--- config.mk ---
export PLATFORM = sky130hd
export DESIGN_NAME = nal_unit_type_filter_top
export DESIGN_NICKNAME = d
export VERILOG_FILES = /design/src/design/nutf_pkg.sv /design/src/design/nal_unit_type_filter_top.sv /design/src/design/nutf_front.sv /design/src/design/nutf_queue.sv /design/src/design/nutf_back.sv
export SDC_FILE = /design/constraint.sdc
export NUM_CORES = 1
export LEC_CHECK = 0
export BUFFER_PORTS_ARGS = -buffer_cell sky130_fd_sc_hd__buf_2
export CAP_MARGIN = 25
export CORE_ASPECT_RATIO = 1.4
export CORE_UTILIZATION = 55
export DETAILED_ROUTE_END_ITERATION = 7
export PLACE_DENSITY = 0.83
export RECOVER_POWER = 100
export REMOVE_ABC_BUFFERS = 1
export SKIP_CTS_REPAIR_TIMING = 1
export SLEW_MARGIN = 20
export SYNTH_ARGS = -nofsm -noshare
export SYNTH_HDL_FRONTEND = slang
export SYNTH_HIERARCHICAL = 1
export SYNTH_SLANG_ARGS = --single-unit
--- constraint.sdc ---
create_clock -name clk -period 24.2 [get_ports clk]
set_input_delay 4.84 -clock clk [delete_from_list [all_inputs] [get_ports clk]]
set_output_delay 4.84 -clock clk [all_outputs]
set_load 0.05 [all_outputs]
--- src/design/nutf_pkg.sv ---
// ----------------------------------------------------------------------------
// nutf_pkg: shared types and constants of the NAL unit type filter
// Holds the command format that travels from the front to the back through
// the queue, the queue status type and the constants of the filter.
// ----------------------------------------------------------------------------
package nutf_pkg;

	localparam int MAX_RES = 5;
	localparam int CNT_W = 3;
	localparam logic [7:0] TYPE_MASK = 8'h1F;

	typedef struct packed {
		logic [CNT_W-1:0]           count;
		logic [MAX_RES-1:0][7:0]    bytes;
		logic                       bare;
		logic                       last;
		logic                       changed;
		logic                       cfg_err;
	} cmd_t;

	typedef struct packed {
		logic full;
		logic empty;
	} q_status_t;

endpackage

--- src/design/nal_unit_type_filter_top.sv ---
// ----------------------------------------------------------------------------
// nal_unit_type_filter_top: H.264 Annex-B NAL unit type filter
// Removes whole NAL units by type from a byte stream, start codes included.
// ----------------------------------------------------------------------------
// The block takes one byte per cycle while the queue has room and gives one
// result item per cycle while out_ready is high. Start-code bytes are held
// back until the type byte arrives, so that byte yields up to five result
// items at once; the output side drains them one a cycle while the command
// queue of QUEUE_DEPTH entries keeps the input open.
module nal_unit_type_filter_top #(
	parameter int QUEUE_DEPTH = 4
) (
	input  logic        clk,
	input  logic        arst_n,
	input  logic        in_valid,
	output logic        in_ready,
	input  logic [7:0]  in_byte,
	input  logic        end_of_packet,
	output logic        out_valid,
	input  logic        out_ready,
	output logic [7:0]  out_byte,
	output logic        byte_valid,
	output logic        last,
	output logic        changed,
	output logic        config_error,
	input  logic        cfg_valid,
	output logic        cfg_ready,
	input  logic        cfg_index,
	input  logic [31:0] cfg_data
);

	nutf_pkg::cmd_t      push_cmd;
	nutf_pkg::cmd_t      head;
	nutf_pkg::q_status_t q_status;
	logic                push;
	logic                pop;

	nutf_front u_front (
		.clk           (clk),
		.arst_n        (arst_n),
		.in_valid      (in_valid),
		.in_ready      (in_ready),
		.in_byte       (in_byte),
		.end_of_packet (end_of_packet),
		.cfg_valid     (cfg_valid),
		.cfg_ready     (cfg_ready),
		.cfg_index     (cfg_index),
		.cfg_data      (cfg_data),
		.q_status      (q_status),
		.push          (push),
		.push_cmd      (push_cmd)
	);

	nutf_queue #(
		.DEPTH (QUEUE_DEPTH)
	) u_queue (
		.clk      (clk),
		.arst_n   (arst_n),
		.push     (push),
		.push_cmd (push_cmd),
		.pop      (pop),
		.head     (head),
		.status   (q_status)
	);

	nutf_back u_back (
		.clk          (clk),
		.arst_n       (arst_n),
		.head         (head),
		.q_status     (q_status),
		.pop          (pop),
		.out_valid    (out_valid),
		.out_ready    (out_ready),
		.out_byte     (out_byte),
		.byte_valid   (byte_valid),
		.last         (last),
		.changed      (changed),
		.config_error (config_error)
	);

	a_bare_is_last: assert property (@(posedge clk) disable iff (!arst_n)
		out_valid && !byte_valid |-> last && out_byte == 8'd0)
		else $error("bare end item is not the last item of its packet");

	a_flags_on_last: assert property (@(posedge clk) disable iff (!arst_n)
		out_valid && (changed || config_error) |-> last)
		else $error("packet flags raised on an item that is not last");

	a_full_blocks_input: assert property (@(posedge clk) disable iff (!arst_n)
		q_status.full |-> !push || !in_ready)
		else $error("item accepted while the command queue is full");

endmodule

--- src/design/nutf_front.sv ---
// ----------------------------------------------------------------------------
// nutf_front: start-code scanner and unit classifier
// Accepts one byte per cycle while the queue has room, tracks held-back start-code
// bytes, decides the fate of each NAL unit and builds a command of up to five result bytes.
// ----------------------------------------------------------------------------
module nutf_front (
	input  logic               clk,
	input  logic               arst_n,
	input  logic               in_valid,
	output logic               in_ready,
	input  logic [7:0]         in_byte,
	input  logic               end_of_packet,
	input  logic               cfg_valid,
	output logic               cfg_ready,
	input  logic               cfg_index,
	input  logic [31:0]        cfg_data,
	input  nutf_pkg::q_status_t q_status,
	output logic               push,
	output nutf_pkg::cmd_t     push_cmd
);

	localparam logic [1:0] PH_PRE   = 2'd0;
	localparam logic [1:0] PH_UNIT  = 2'd1;
	localparam logic [1:0] PH_AWAIT = 2'd2;

	localparam logic CFG_REMOVE = 1'b0;
	localparam logic CFG_KEEP   = 1'b1;

	logic [31:0] remove_mask_q;
	logic [31:0] keep_mask_q;
	logic [1:0]  phase_q;
	logic [2:0]  held_count_q;
	logic        dropping_q;
	logic        removed_q;

	logic [1:0]  phase_d;
	logic [2:0]  held_count_d;
	logic        dropping_d;
	logic        removed_d;
	nutf_pkg::cmd_t cmd;
	logic        cfg_err;
	logic [4:0]  nal_type;
	logic        drop_type;
	logic        cur_drop;
	logic        accept;

	function automatic nutf_pkg::cmd_t put(nutf_pkg::cmd_t c, logic drop, logic [7:0] v);
		nutf_pkg::cmd_t r;
		r = c;
		if (!drop && r.count < nutf_pkg::CNT_W'(nutf_pkg::MAX_RES)) begin
			r.bytes[r.count] = v;
			r.count = r.count + 1'b1;
		end
		return r;
	endfunction

	function automatic nutf_pkg::cmd_t flush(nutf_pkg::cmd_t c, logic [2:0] hc,
			logic ends_one, logic drop);
		nutf_pkg::cmd_t r;
		logic [7:0] v;
		r = c;
		for (int i = 0; i < 4; i++) begin
			v = (ends_one && 3'(i) == hc - 3'd1) ? 8'd1 : 8'd0;
			if (3'(i) < hc) r = put(r, drop, v);
		end
		return r;
	endfunction

	assign accept = in_valid && in_ready;
	assign in_ready = !q_status.full;
	assign cfg_ready = 1'b1;
	assign cfg_err = (remove_mask_q != 32'd0) && (keep_mask_q != 32'd0);
	assign nal_type = 5'(in_byte & nutf_pkg::TYPE_MASK);
	assign drop_type = !cfg_err && (remove_mask_q[nal_type] ||
		(keep_mask_q != 32'd0 && !keep_mask_q[nal_type]));

	always_comb begin
		cmd = '0;
		phase_d = phase_q;
		held_count_d = held_count_q;
		dropping_d = dropping_q;
		removed_d = removed_q;

		if (phase_q == PH_AWAIT) begin
			if (drop_type) removed_d = 1'b1;
			cmd = flush(cmd, held_count_d, 1'b1, drop_type);
			held_count_d = 3'd0;
			dropping_d = drop_type;
			phase_d = PH_UNIT;
		end

		cur_drop = (phase_d == PH_PRE) ? 1'b0 : dropping_d;
		if (in_byte == 8'd0) begin
			if (held_count_d >= 3'd3) begin
				cmd = put(cmd, cur_drop, 8'd0);
				held_count_d = 3'd2;
			end
			held_count_d = held_count_d + 3'd1;
		end else if (in_byte == 8'd1 && (held_count_d == 3'd2 || held_count_d == 3'd3)) begin
			held_count_d = held_count_d + 3'd1;
			phase_d = PH_AWAIT;
		end else begin
			cmd = flush(cmd, held_count_d, 1'b0, cur_drop);
			held_count_d = 3'd0;
			cmd = put(cmd, cur_drop, in_byte);
		end

		if (end_of_packet) begin
			if (phase_d == PH_AWAIT) cmd = flush(cmd, held_count_d, 1'b1, 1'b0);
			else cmd = flush(cmd, held_count_d, 1'b0, cur_drop);
			if (cmd.count == '0) begin
				cmd.count = nutf_pkg::CNT_W'(1);
				cmd.bare = 1'b1;
			end
			cmd.last = 1'b1;
			cmd.changed = removed_d;
			cmd.cfg_err = cfg_err;
			phase_d = PH_PRE;
			held_count_d = 3'd0;
			dropping_d = 1'b0;
			removed_d = 1'b0;
		end
	end

	assign push = accept && (cmd.count != '0);
	assign push_cmd = cmd;

	always_ff @(posedge clk or negedge arst_n) begin
		if (!arst_n) begin
			phase_q <= PH_PRE;
			held_count_q <= 3'd0;
			dropping_q <= 1'b0;
			removed_q <= 1'b0;
		end else if (accept) begin
			phase_q <= phase_d;
			held_count_q <= held_count_d;
			dropping_q <= dropping_d;
			removed_q <= removed_d;
		end
	end

	always_ff @(posedge clk or negedge arst_n) begin
		if (!arst_n) begin
			remove_mask_q <= 32'd0;
			keep_mask_q <= 32'd0;
		end else if (cfg_valid && cfg_ready) begin
			unique case (cfg_index)
				CFG_REMOVE: remove_mask_q <= cfg_data;
				CFG_KEEP:   keep_mask_q <= cfg_data;
				default:    remove_mask_q <= remove_mask_q;
			endcase
		end
	end

endmodule

--- src/design/nutf_queue.sv ---
// ----------------------------------------------------------------------------
// nutf_queue: command queue between front and back
// A small register queue that lets the scanner and the output side stall
// independently of each other.
// ----------------------------------------------------------------------------
module nutf_queue #(
	parameter int DEPTH = 4
) (
	input  logic                clk,
	input  logic                arst_n,
	input  logic                push,
	input  nutf_pkg::cmd_t      push_cmd,
	input  logic                pop,
	output nutf_pkg::cmd_t      head,
	output nutf_pkg::q_status_t status
);

	localparam int PTR_W = (DEPTH > 1) ? $clog2(DEPTH) : 1;
	localparam int CNT_W = $clog2(DEPTH + 1);

	nutf_pkg::cmd_t entries_q [DEPTH];
	logic [PTR_W-1:0] wr_ptr_q;
	logic [PTR_W-1:0] rd_ptr_q;
	logic [CNT_W-1:0] count_q;
	logic             do_push;
	logic             do_pop;

	assign status.full = (count_q == CNT_W'(DEPTH));
	assign status.empty = (count_q == '0);
	assign do_push = push && !status.full;
	assign do_pop = pop && !status.empty;
	assign head = entries_q[rd_ptr_q];

	always_ff @(posedge clk) begin
		if (do_push) entries_q[wr_ptr_q] <= push_cmd;
	end

	always_ff @(posedge clk or negedge arst_n) begin
		if (!arst_n) begin
			wr_ptr_q <= '0;
			rd_ptr_q <= '0;
			count_q <= '0;
		end else begin
			if (do_push) begin
				wr_ptr_q <= (wr_ptr_q == PTR_W'(DEPTH - 1)) ? '0 : wr_ptr_q + 1'b1;
			end
			if (do_pop) begin
				rd_ptr_q <= (rd_ptr_q == PTR_W'(DEPTH - 1)) ? '0 : rd_ptr_q + 1'b1;
			end
			if (do_push && !do_pop) count_q <= count_q + 1'b1;
			else if (do_pop && !do_push) count_q <= count_q - 1'b1;
		end
	end

endmodule

--- src/design/nutf_back.sv ---
// ----------------------------------------------------------------------------
// nutf_back: result serializer
// Walks the bytes of the command at the head of the queue and presents one
// result item per cycle through an output register while out_ready is high.
// ----------------------------------------------------------------------------
module nutf_back (
	input  logic                clk,
	input  logic                arst_n,
	input  nutf_pkg::cmd_t      head,
	input  nutf_pkg::q_status_t q_status,
	output logic                pop,
	output logic                out_valid,
	input  logic                out_ready,
	output logic [7:0]          out_byte,
	output logic                byte_valid,
	output logic                last,
	output logic                changed,
	output logic                config_error
);

	logic [nutf_pkg::CNT_W-1:0] idx_q;
	logic                       out_valid_q;
	logic [7:0]                 out_byte_q;
	logic                       byte_valid_q;
	logic                       last_q;
	logic                       changed_q;
	logic                       config_error_q;
	logic                       load;
	logic                       fin;

	assign load = !out_valid_q || out_ready;
	assign fin = (idx_q == head.count - 1'b1);
	assign pop = load && !q_status.empty && fin;

	always_ff @(posedge clk or negedge arst_n) begin
		if (!arst_n) begin
			out_valid_q <= 1'b0;
			idx_q <= '0;
		end else if (load) begin
			out_valid_q <= !q_status.empty;
			if (!q_status.empty) idx_q <= fin ? '0 : idx_q + 1'b1;
		end
	end

	always_ff @(posedge clk) begin
		if (load && !q_status.empty) begin
			out_byte_q <= head.bare ? 8'd0 : head.bytes[idx_q];
			byte_valid_q <= !head.bare;
			last_q <= head.last && fin;
			changed_q <= head.changed && fin;
			config_error_q <= head.cfg_err && fin;
		end
	end

	assign out_valid = out_valid_q;
	assign out_byte = out_byte_q;
	assign byte_valid = byte_valid_q;
	assign last = last_q;
	assign changed = changed_q;
	assign config_error = config_error_q;

endmodule
==> impl_metrics.tcl <==
set metrics [dict create \
    clkPwrFrac 0.280 \
    place_congestion 1.00 \
    area_growth_pct 9.08 \
    hpwl_mm 25.2 \
    final-max-slew-violation-count 233 \
    worst_pin_slew_ps 3740 \
    num_antenna_cells 0 \
    hold_viol 0 \
    antenna_found_initial 0 \
    hold_start "u_queue/count_q[2]$_DFFE_PN0P_" \
    io_pins 62 \
    fin_cells 1566 \
    mostFrequentLayoutCells "200 x edfxtp_1, 81 x dfrtp_1, 75 x nand2_1" \
    muxShareOfSynthArea 0.168 \
    async_flop_share 0.291 \
    rsz0062_at_grt "false" \
    crit_required_ps 24660 \
    syn-cell-area_um2 15000 \
    synth_simple_gate_area_frac 0.120 \
    die_area_um2 28000 \
    syn_inst 1132 \
    grt_max_degree 50 \
    core_um2 26800 \
    power_frac_seq 0.451 \
    syn_area_per_cell_um2 13.3 \
    clkLatencyLatePin_ps 550 \
    cp.depth 60 \
    fill_cells 2021 \
    htreeDepth 1 \
    cpMostUsedCell "ha_1" \
    synth_compound_area_frac 0.112 \
    portBuffers 60 \
    peakVddDrop_v 0.0000742 \
    cts_root_buf "clkbuf_16" \
    crit_arrival_ps 20930 \
    critPathMaxStageDelay_ps 1450 \
    startpoint_type "primary input" \
    wl_mm 37.6 \
    route.vias.total 10400 \
    synth-seq-cells 282 \
    swShare 0.299 \
    maxCapViolCount 6 \
    crit_family "compound AO/OA/AOI/OAI gates" \
    fin_crit_sh 0.846 \
    yosysSeqAreaShare 0.537 \
    drc 0 \
    placed_cells 1518 \
    synth_cell_types 105 \
    rows 71 \
    cellInternalPower_mw 1.07 \
    yosysWarnings 6 \
    synth_area_leaders "edfxtp_1 40%, dfrtp_1 14%, mux4_2 9.6%" \
    die_y_um 197 \
    synth_adder_area_share 0.0264 \
    synth_top_area_share 0.400 \
    clk_pin_slew_ps 60 \
    grt-ovfl-total 0 \
    rr_worst_depth 60 \
    die_x_um 142 \
    hold_ws_ps 537 \
    min_period_ps 20470 \
    mostFrequentLayoutCell "edfxtp_1" \
    nets 1259 \
    outcome "finished with violations" \
    cp_slowest_cell "clkbuf_1" \
    setup_tns_ps 0 \
    setup_viol 0 \
    violations "capacitance limit, slew limit" \
    grt_pass1_wl_mm 58.7 \
    cts_tree "yes" \
    end_kind "register" \
    timing.rr.start "u_front/keep_mask_q[16]$_DFFE_PN0P_" \
    start_util 0.559 \
    dr.first_iter.drc_count 950 \
    critPathBufInv 6 \
    synth_area_leader_cell "edfxtp_1" \
    numCtsBuffers 26 \
    finalPower_mw 1.53 \
    max_freq_mhz 48.8 \
    first_pass_iters 5 \
    critical_path.max_fanout 34 \
    ys.flop_type "edfxtp_1" \
    track_usage 0.277 \
    p_switching_uw 456 \
    hold_path_depth 1 \
    cts_buffer_depth 3 \
    clock_skew_ps 20.1 \
    clock-sinks 282 \
    p_leak_nw 5.86 \
    hold_path_class "register to register" \
    timing_worst_setup_path_type "primary input to register" \
    grt_pass1_vias 10600 \
    comb_power_share 0.269 \
    powerDensity_nw_per_um2 93.3 \
    crit_start "in_byte[0]" \
    drive_above_1_share 0.238 \
    relSlewSlack -1.49 \
    synth_edf_count 200 \
    final_antenna_net_count 0 \
    wl_per_cell_um 24.0 \
    avgViaCountPerCell 6.65 \
    synth_xor_area_frac 0.00509 \
    synth_top_family_by_area "multiplexers" \
]
-- stage by stage --
step                      utilization  area (um^2)  setup WS, ps
after global placement          0.580        15600          5600
final                           0.610        16400          3730
after global routing            0.610        16400          2230
after detailed placement        0.580        15600          5140
after CTS                       0.614        16500          5700
after floorplan                     -        14700          6140
-- registers in the layout (all words and copies together) (netlist names), 2 cells and up --
register,flops
u_back/idx_q,3
u_back/out_byte,8
u_front/held_count_q,3
u_front/keep_mask_q,32
u_front/phase_q,2
u_front/remove_mask_q,32
u_queue/count_q,3
u_queue/entries_q,188
u_queue/rd_ptr_q,2
u_queue/wr_ptr_q,2
-- final timing paths --
path                       slack (ps)                                  end
max                              3730       u_queue/count_q[2]$_DFFE_PN0P_
min                               540       u_queue/count_q[2]$_DFFE_PN0P_
max reg2reg                      8780       u_queue/count_q[2]$_DFFE_PN0P_
min reg2reg                       540       u_queue/count_q[2]$_DFFE_PN0P_
max in group asynchronous       16020      u_queue/rd_ptr_q[1]$_DFFE_PN0P_
min in group asynchronous        4990  u_front/keep_mask_q[15]$_DFFE_PN0P_
-- routing by layer --
metal  up-vias  wire length, um  share of wire  global-route usage
met5         -                0              0                   0
met4         0             2210          0.059               0.164
met3       151             2410          0.064              0.0325
met2       549            19400           0.52               0.485
met1      5179            13500           0.36               0.328
li1       4538                -              -                   -
-- synthesized netlist by cell type (5+ instances only) --
cell type / n
inv_2: 5
nor2_1: 73
o21ai_1: 8
o22ai_1: 8
mux4_2: 64
mux2i_1: 19
a21oi_2: 5
and3_1: 6
ha_1: 30
nand2_1: 75
nor4_1: 28
a211oi_1: 7
inv_1: 32
or2_2: 5
nand3_1: 26
or3_1: 5
buf_4: 11
edfxtp_1: 200
clkbuf_1: 21
o21ai_0: 27
nand4_1: 12
mux2_2: 71
a22o_1: 9
nor3_1: 26
buf_1: 7
buf_2: 9
a21oi_1: 43
o211ai_1: 14
a31o_2: 6
dfrtp_1: 82
a31oi_1: 7
and2_1: 40
nor2b_1: 9
nand2b_1: 10
-- layout make-up --
class,count,area (um^2),area share
inverters,39,149,0.00910
well taps,365,457,0.0279
repair buffers,75,368,0.0225
flip-flops and latches,282,8060,0.492
clock buffers,32,724,0.0443
clock inverters,16,188,0.0115
multi-input cells,757,6420,0.392
-- power by group through the flow --
stage,Sequential [mW],Combinational (mW),Clock (mW)
after CTS,0.690,0.419,0.432
after global placement,0.689,0.405,0
final,0.689,0.411,0.427
after detailed placement,0.697,0.414,0
after global routing,0.698,0.443,0.451
after floorplan,0.747,0.248,0
-- logic make-up (layout without fill, tap and decap cells) --
group | count (synthesis) | count (layout)
xor gates and xnor gates | 7 | 7
DFF | 282 | 282
and+or+nand+nor | 342 | 342
AOI/OAI and AO/OA | 218 | 218
muxes | 158 | 158
other | 1 | 1
adders and majority gates | 31 | 31
buffers and inverters | 93 | 162
No activity file was read; power rests on OpenSTA's default activity.
